**config.mk**
```make
export PLATFORM = sky130hd
export DESIGN_NAME = fsgs_div
export DESIGN_NICKNAME = d
export VERILOG_FILES = /design/src/rtl/core/fsgs_pkg.sv /design/src/rtl/core/fsgs_div.sv
export SDC_FILE = /design/constraint.sdc
export NUM_CORES = 1
export LEC_CHECK = 0
export BUFFER_PORTS_ARGS = -buffer_cell sky130_fd_sc_hd__buf_2
export CAP_MARGIN = 10
export CORE_MARGIN = 2
export CORE_UTILIZATION = 55
export CTS_CLUSTER_SIZE = 12
export DETAILED_ROUTE_END_ITERATION = 7
export HOLD_SLACK_MARGIN = 0.02
export MAX_ROUTING_LAYER = met4
export PLACE_DENSITY = 0.8
export SYNTH_ARGS = -nofsm -noshare
export SYNTH_HDL_FRONTEND = slang
export SYNTH_SLANG_ARGS = --single-unit
```
**constraint.sdc**
```tcl
create_clock -name clk -period 2.72 [get_ports clk]
set_clock_uncertainty 0.1 [all_clocks]
set_input_delay 0.136 -clock clk [delete_from_list [all_inputs] [get_ports clk]]
set_output_delay 0.136 -clock clk [all_outputs]
set_load 0.02 [all_outputs]
```
**src/rtl/core/fsgs_pkg.sv**
```systemverilog
// Shared constants and types for the fraction stream GCD statistics block.
package fsgs_pkg;

    localparam int VALUE_BITS = 16;
    localparam int BASE_BITS  = 24;
    localparam int COUNT_BITS = 11;
    localparam int RSUM_BITS  = 26;
    localparam int WSUM_BITS  = 52;
    localparam int CMP_BITS   = 2 * VALUE_BITS;
    localparam int PROD_BITS  = VALUE_BITS + BASE_BITS;

    localparam logic [BASE_BITS-1:0] BASE_RESET = BASE_BITS'(2*2*3*3*5*5*7*7*13);

    typedef enum logic [3:0] {
        ST_IDLE,
        ST_MUL_L,
        ST_MUL_R,
        ST_CMP,
        ST_GCD,
        ST_DIV_RED,
        ST_WAIT_RED,
        ST_WAIT_Q,
        ST_MUL_W,
        ST_ACC,
        ST_EMIT
    } fsgs_state_t;

endpackage

```
**src/rtl/core/fsgs_div.sv**
```systemverilog
// Restoring divider, one quotient bit per cycle.
module fsgs_div
    import fsgs_pkg::*;
(
    input  logic                  clk,
    input  logic                  rst_n,
    input  logic                  start,
    input  logic [BASE_BITS-1:0]  dividend,
    input  logic [VALUE_BITS-1:0] divisor,
    output logic                  done,
    output logic [BASE_BITS-1:0]  quotient
);

    localparam int CNT_BITS = $clog2(BASE_BITS + 1);

    logic                  busy_reg, busy_next;
    logic                  done_reg, done_next;
    logic [CNT_BITS-1:0]   cnt_reg, cnt_next;
    logic [VALUE_BITS-1:0] rem_reg, rem_next;
    logic [BASE_BITS-1:0]  quo_reg, quo_next;
    logic [VALUE_BITS-1:0] dsr_reg, dsr_next;
    logic [VALUE_BITS:0]   trial;

    always_comb
    begin
        busy_next = busy_reg;
        done_next = 1'b0;
        cnt_next  = cnt_reg;
        rem_next  = rem_reg;
        quo_next  = quo_reg;
        dsr_next  = dsr_reg;
        trial     = {rem_reg, quo_reg[BASE_BITS-1]};
        if (start)
        begin
            busy_next = 1'b1;
            cnt_next  = CNT_BITS'(BASE_BITS);
            rem_next  = '0;
            quo_next  = dividend;
            dsr_next  = divisor;
        end
        else if (busy_reg)
        begin
            if (trial >= {1'b0, dsr_reg})
            begin
                rem_next = VALUE_BITS'(trial - {1'b0, dsr_reg});
                quo_next = {quo_reg[BASE_BITS-2:0], 1'b1};
            end
            else
            begin
                rem_next = trial[VALUE_BITS-1:0];
                quo_next = {quo_reg[BASE_BITS-2:0], 1'b0};
            end
            cnt_next = cnt_reg - 1'b1;
            if (cnt_reg == CNT_BITS'(1))
            begin
                busy_next = 1'b0;
                done_next = 1'b1;
            end
        end
    end

    always_ff @(posedge clk or negedge rst_n)
    begin
        if (!rst_n)
        begin
            busy_reg <= 1'b0;
            done_reg <= 1'b0;
            cnt_reg  <= '0;
        end
        else
        begin
            busy_reg <= busy_next;
            done_reg <= done_next;
            cnt_reg  <= cnt_next;
        end
    end

    always_ff @(posedge clk)
    begin
        rem_reg <= rem_next;
        quo_reg <= quo_next;
        dsr_reg <= dsr_next;
    end

    assign done     = done_reg;
    assign quotient = quo_reg;

endmodule

```
==> results of run 1 <==
[cell type report]
type	instances	area (µm²)
tap	75	93.8
fill	374	1490
timing repair buffer	116	818
inverter	22	82.6
clock inverter	7	73.8
clock buffer	9	124
multi-input combinational	207	1620
sequential	63	1700
[metal layers]
metal / routed length, µm / track usage / vias up
met3: 579 / 0.0577 / 25
met1: 3540 / 0.298 / 1345
met5: 0 / - / -
li1: - / - / 1341
met4: 261 / 0.125 / 0
met2: 4340 / 0.448 / 131
[repair_timing]
action	in CTS	in global routing
hold buffers	41	0
setup endpoints to repair	0	4
resized for setup	0	4
buffers inserted	0	1
hold endpoints to repair	47	0
[worst reg2reg max path: stages, from the launching register on]
cell and delay [ps]:
sky130_fd_sc_hd__edfxtp_1 380, sky130_fd_sc_hd__inv_1 90, sky130_fd_sc_hd__ha_1 190, sky130_fd_sc_hd__fa_1 230
sky130_fd_sc_hd__nor2b_1 70, sky130_fd_sc_hd__o31a_1 310, sky130_fd_sc_hd__a2111oi_2 370, sky130_fd_sc_hd__o21bai_1 130
sky130_fd_sc_hd__xnor2_1 150, sky130_fd_sc_hd__and3_1 210, sky130_fd_sc_hd__nor4_2 260
[metrics by stage]
step | hold slack [ps] | instances
floorplan | -260 | 304
global placement | -124 | 441
detailed placement | -119 | 441
CTS | 43.3 | 498
global route | 72.6 | 499
finish | 50.0 | 499
[report_power, final]
group          switching, mW  internal (mW)
combinational          0.237          0.213
clock                  0.396          0.424
sequential            0.0471           1.10
[kinds of logic (layout without fill, tap and decap cells)]
logic type,after synthesis,after routing,share of synthesized area
AOI/OAI and AO/OA,61,61,0.129
xor gates and xnor gates,17,17,0.0434
adders and majority gates,19,19,0.0715
buffers and inverters,34,154,0.0401
DFF,63,63,0.495
muxes,32,32,0.102
and+or+nand+nor,78,78,0.119
[cells in the mapped netlist (3+ instances only)]
cell,count,area share
sky130_fd_sc_hd__inv_1,22,0.024
sky130_fd_sc_hd__mux2i_1,7,0.020
sky130_fd_sc_hd__o21a_1,3,0.0066
sky130_fd_sc_hd__a211oi_2,3,0.011
sky130_fd_sc_hd__ha_1,18,0.066
sky130_fd_sc_hd__dfxtp_1,16,0.093
sky130_fd_sc_hd__nor3_1,4,0.0058
sky130_fd_sc_hd__o21ai_0,8,0.012
sky130_fd_sc_hd__clkbuf_1,8,0.0088
sky130_fd_sc_hd__nand2b_1,5,0.0091
sky130_fd_sc_hd__xnor2_1,11,0.028
sky130_fd_sc_hd__xor2_1,6,0.015
sky130_fd_sc_hd__mux2_2,24,0.079
sky130_fd_sc_hd__o211ai_1,3,0.0066
sky130_fd_sc_hd__a21o_1,5,0.011
sky130_fd_sc_hd__dfrtp_1,7,0.051
sky130_fd_sc_hd__a21oi_1,12,0.018
sky130_fd_sc_hd__nor2b_1,4,0.0073
sky130_fd_sc_hd__a31oi_1,4,0.0073
sky130_fd_sc_hd__nor2_1,19,0.021
sky130_fd_sc_hd__nand2_1,19,0.021
sky130_fd_sc_hd__and3_1,3,0.0055
sky130_fd_sc_hd__a211oi_1,7,0.015
sky130_fd_sc_hd__nand3_1,7,0.010
sky130_fd_sc_hd__edfxtp_1,40,0.35
[how the worst min path moves through the flow]
stage / slack [ps] / end
after global routing: 70 / done
after CTS: 40 / done
final: 50 / done
after detailed placement: -120 / done
after floorplan: -260 / busy_reg
after global placement: -120 / done
==> results.md, run 1 <==
* run status: complete, no violations
* minimum clock period: 2590 ps
* capture point of the critical path: rem_reg[8]
* endpoint kind of the worst setup timing path: register
* fraction of final layout cells sized beyond drive strength 1: 0.304
* Routed WL: 8.73 mm
* Warnings, synthesis: 0
* Data arrival, critical path: 2750 ps
* final-stage net count: 481
* most frequent standard cell in the layout excluding fill and tap cells: sky130_fd_sc_hd__buf_2
* half-perimeter wire length of the detailed placement result: 5.23 mm
* pre-CTS setup slack: 136 ps
* DRC violation count after routing: 0
* cell breakdown of the critical path: inv_1, ha_1, fa_1, nor2b_1, o31a_1, a2111oi_2, o21bai_1, xnor2_1, and3_1, nor4_2
* worst endpoint required time: 2870 ps
* maximum level of the CTS H-tree: 3
* area enclosed by the die boundary: 0.00689 mm²
* worst path buffer plus inverter count: 1
* R2R Path Start: quotient[23]
* post-detailed-route count of antenna-violating nets: 0
* Setup Total Neg Slack: 0 ps
* total global-route track usage: 0.265
* number of buffers on the longest clock path: 2
* pin count of the biggest net entering global routing: 37
* number of clock buffers inserted by TritonCTS: 9
* top flip-flop cell by instance count after synthesis: sky130_fd_sc_hd__edfxtp_1
* timing startpoint of the critical path: quotient[23]
* Max Clk Rate: 0.386 GHz
* Crit path max-delay family: compound AO/OA/AOI/OAI gates
* clock input transition at the sequential cells of the worst setup and hold paths: 80 ps
* crit-path max cell delay: 380 ps
* Worst Path Class, Setup: register to register
* number of instances in the synthesized netlist: 304
* flip-flop and latch count after synthesis: 63
* Setup-failing EPs final: 0
* overall power consumption: 2.42 mW
* via count: 2,842
* Critical R2R Capture: rem_reg[8]
* row count: 28
* worst reg2reg setup slack: 130 ps
* post-DR wirelength/cell: 17.5 µm
* logic depth of the worst path, buffers included: 10
* TritonCTS clock tree: built
* vertical extent of the die: 83.0 µm
* Synth-to-Final Area Change: 31.3%
* IO Count: 68
* master of the slowest instance on the critical path: sky130_fd_sc_hd__edfxtp_1
* final hold violations: 0
* worst hold-check path type: input port to async pin
* first-pass iteration count of the detailed router: 5
* highest-count cells in the layout ignoring fill and taps: sky130_fd_sc_hd__buf_2, sky130_fd_sc_hd__dlygate4sd3_1, sky130_fd_sc_hd__edfxtp_1, sky130_fd_sc_hd__mux2_2, sky130_fd_sc_hd__inv_1
* netlist area before placement: 0.00343 mm²
* number of synthesized flops with an enable pin: 40
* global-route wire length before repair: 14.1 mm
* DRC marker count from the first detailed-route iteration: 322
* clk_lat worst skew: 340 ps
* max reg flops: 24
* detail-routed via count per cell: 5.70
* Starting Density: 0.573
* horizontal extent of the die: 83.0 µm
* # diodes: 0
* average cell area after synthesis: 11.3 µm²
* Buffers on Ports: 67
* root buf cell: sky130_fd_sc_hd__clkbuf_8
* Congestion Overflow GR: 0
* Pins Over Slew Limit: 0
* net count after synthesis: 366
* share of the cycle needed by the critical path after routing: 0.953
* Cell variety after synth: 55
* power per cell area: 537 mW/mm²
* RD Place Congestion: 0.911
* cell area after layout: 0.00451 mm²
* Cell Area, Placed: 0.00387 mm²
* antenna violations before repair: 0
* vias in the first global route: 2,965
* fraction of synthesis flops using an asynchronous set or reset pin: 0.111
* proportion of synthesized chip area in sequential cells: 0.495
* number of violations of the max-capacitance limit: 0
* clock sink count: 63
* launching element type of the critical path: register
* transition time at the pin with the least slew margin: 943 ps
* Final Worst Setup Slack: 127 ps
* Core Area: 0.00599 mm²
* worst voltage drop across the vdd grid: 434 µV
* worst slew margin relative to its limit: 0.370
* Worst R2R Path Depth: 10
* leakage component of the power: 1.92 nW
* maximum fanout along the worst path: 3
* utilization after layout: 0.752
(Power assumes the default switching activity.)
==> run 2: changes to the inputs <==
Settings changed: CORE_ASPECT_RATIO set to 0.6.
==> run 2 against run 1 <==
  * Maximum frequency about the same
  * Routed wire length down 7.6%
  * Global-route usage down 0.44 points
  * Critical path type unchanged
  * Largest cell class unchanged
==> results.md, run 2 (same netlist as run 1, synthesis figures left out) <==
* run status: complete, no violations
* DRC violation count after routing: 0
* transition time at the pin with the least slew margin: 511 ps
* post-DR wirelength/cell: 15.7 µm
* worst hold-check path type: input port to async pin
* final hold violations: 0
* root buf cell: sky130_fd_sc_hd__clkbuf_8
* vias in the first global route: 2,700
* endpoint kind of the worst setup timing path: register
* number of buffers on the longest clock path: 2
* Setup Total Neg Slack: 0 ps
* final-stage net count: 486
* vertical extent of the die: 65.2 µm
* global-route wire length before repair: 13.1 mm
* master of the slowest instance on the critical path: sky130_fd_sc_hd__edfxtp_1
* leakage component of the power: 1.95 nW
* max reg flops: 24
* half-perimeter wire length of the detailed placement result: 5.36 mm
* Final Worst Setup Slack: 127 ps
* Core Area: 0.00608 mm²
* clk_lat worst skew: 360 ps
* Buffers on Ports: 67
* Pins Over Slew Limit: 0
* maximum fanout along the worst path: 3
* pin count of the biggest net entering global routing: 30
* Data arrival, critical path: 2750 ps
* Worst Path Class, Setup: register to register
* antenna violations before repair: 0
* IO Count: 68
* DRC marker count from the first detailed-route iteration: 135
* Congestion Overflow GR: 0
* horizontal extent of the die: 106 µm
* clock input transition at the sequential cells of the worst setup and hold paths: 70 ps
* fill cell total of the finished layout: 401
* Max Clk Rate: 0.386 GHz
* total global-route track usage: 0.260
* fraction of final layout cells sized beyond drive strength 1: 0.305
* unrepaired setup endpoints after global routing: no
* power per cell area: 547 mW/mm²
* Setup-failing EPs final: 0
* worst slew margin relative to its limit: 0.656
* cell breakdown of the critical path: inv_1, ha_1, fa_2, nor2b_1, o31a_1, a2111oi_2, o21bai_1, xnor2_1, and3_1, nor4_1
* number of clock buffers inserted by TritonCTS: 9
* number of violations of the max-capacitance limit: 0
* most frequent standard cell in the layout excluding fill and tap cells: sky130_fd_sc_hd__buf_2
* minimum clock period: 2590 ps
* clock sink count: 63
* Starting Density: 0.564
* worst voltage drop across the vdd grid: 448 µV
* area enclosed by the die boundary: 0.00691 mm²
* share of the cycle needed by the critical path after routing: 0.953
* launching element type of the critical path: register
* detail-routed via count per cell: 5.37
* pre-CTS setup slack: 131 ps
* # diodes: 0
* highest-count cells in the layout ignoring fill and taps: sky130_fd_sc_hd__buf_2, sky130_fd_sc_hd__dlygate4sd3_1, sky130_fd_sc_hd__edfxtp_1, sky130_fd_sc_hd__mux2_2, sky130_fd_sc_hd__inv_1
* row count: 22
* first-pass iteration count of the detailed router: 4
* TritonCTS clock tree: built
* worst endpoint required time: 2880 ps
* via count: 2,755
* Routed WL: 8.06 mm
* Synth-to-Final Area Change: 32.9%
* crit-path max cell delay: 420 ps
* post-detailed-route count of antenna-violating nets: 0
* RD Place Congestion: 0.934
* maximum level of the CTS H-tree: 3
## run 2: changes by cell type in the layout (fill, tap and decap cells not counted), sizes merged
cell	before	now
buf	75	80
bufinv	1	2
clkbuf	9	12
clkinv	5	2
clkinvlp	1	0
## run 2: critical path, delay by kind of cell (launching register included)
kind / cells / cell delay [ps]
flip-flops: 1 / 420
adder cells (fa/ha/maj): 2 / 420
AND/OR/NAND/NOR: 3 / 500
AO/OA/AOI/OAI: 3 / 830
buffers and inverters: 1 / 100
XOR/XNOR: 1 / 130
## run 2: stage by stage
stage                     utilization  hold slack, ps  power [mW]  cells  cell area, µm²
after global placement          0.641            -121        1.54    454            3900
final                           0.749            47.9        2.49    513            4560
after CTS                       0.744            43.6        2.49    511            4520
after detailed placement        0.641            -121        1.56    454            3900
after global routing            0.749            50.3        2.60    513            4560
after floorplan                     -            -260        1.42    304            3430
## run 2: path summary, 6_finish.rpt
kind | start | end | slack [ps] | cells after the start
worst max-delay path | quotient[23] | rem_reg[8] | 130 | 10
worst min-delay path | rst_n | cnt_reg[3] | 50 | 2
worst max register to register | quotient[23] | rem_reg[8] | 130 | 10
worst min register to register | rem_reg[15] | rem_reg[15] | 400 | 2
max in group asynchronous | rst_n | done | 2310 | 2
min in group clk | start | cnt_reg[0] | 90 | 2
## run 2: final cells by class
| cell class | instances | area (µm²) | share of cell area |
|---|---|---|---|
| Clock inverter | 4 | 68.8 | 0.0151 |
| Sequential cell | 63 | 1700 | 0.372 |
| Clock buffer | 12 | 145 | 0.0318 |
| Inverter | 22 | 82.6 | 0.0181 |
| Timing Repair Buffer | 121 | 856 | 0.188 |
| Multi-Input combinational cell | 207 | 1610 | 0.352 |
| Tap cell | 84 | 105 | 0.0231 |
## run 2: routing by layer
metal / global-route usage / routed length [µm]
met5: - / 0
met1: 0.340 / 3730
met3: 0.0942 / 510
met2: 0.390 / 3750
met4: 0.0707 / 76
## run 2: timing repair
action                                  CTS  global route
resized for setup                         0             3
buffers inserted                          0             2
endpoints found under the setup margin    0             2
endpoints found under the hold margin    47             0
hold buffers                             41             0
## run 2: power by group
part	leakage (nW)	switching (mW)	internal [mW]
sequential	0.622	0.0440	1.10
combinational	1.22	0.239	0.217
clock	0.108	0.353	0.537
total	1.95	0.636	1.86
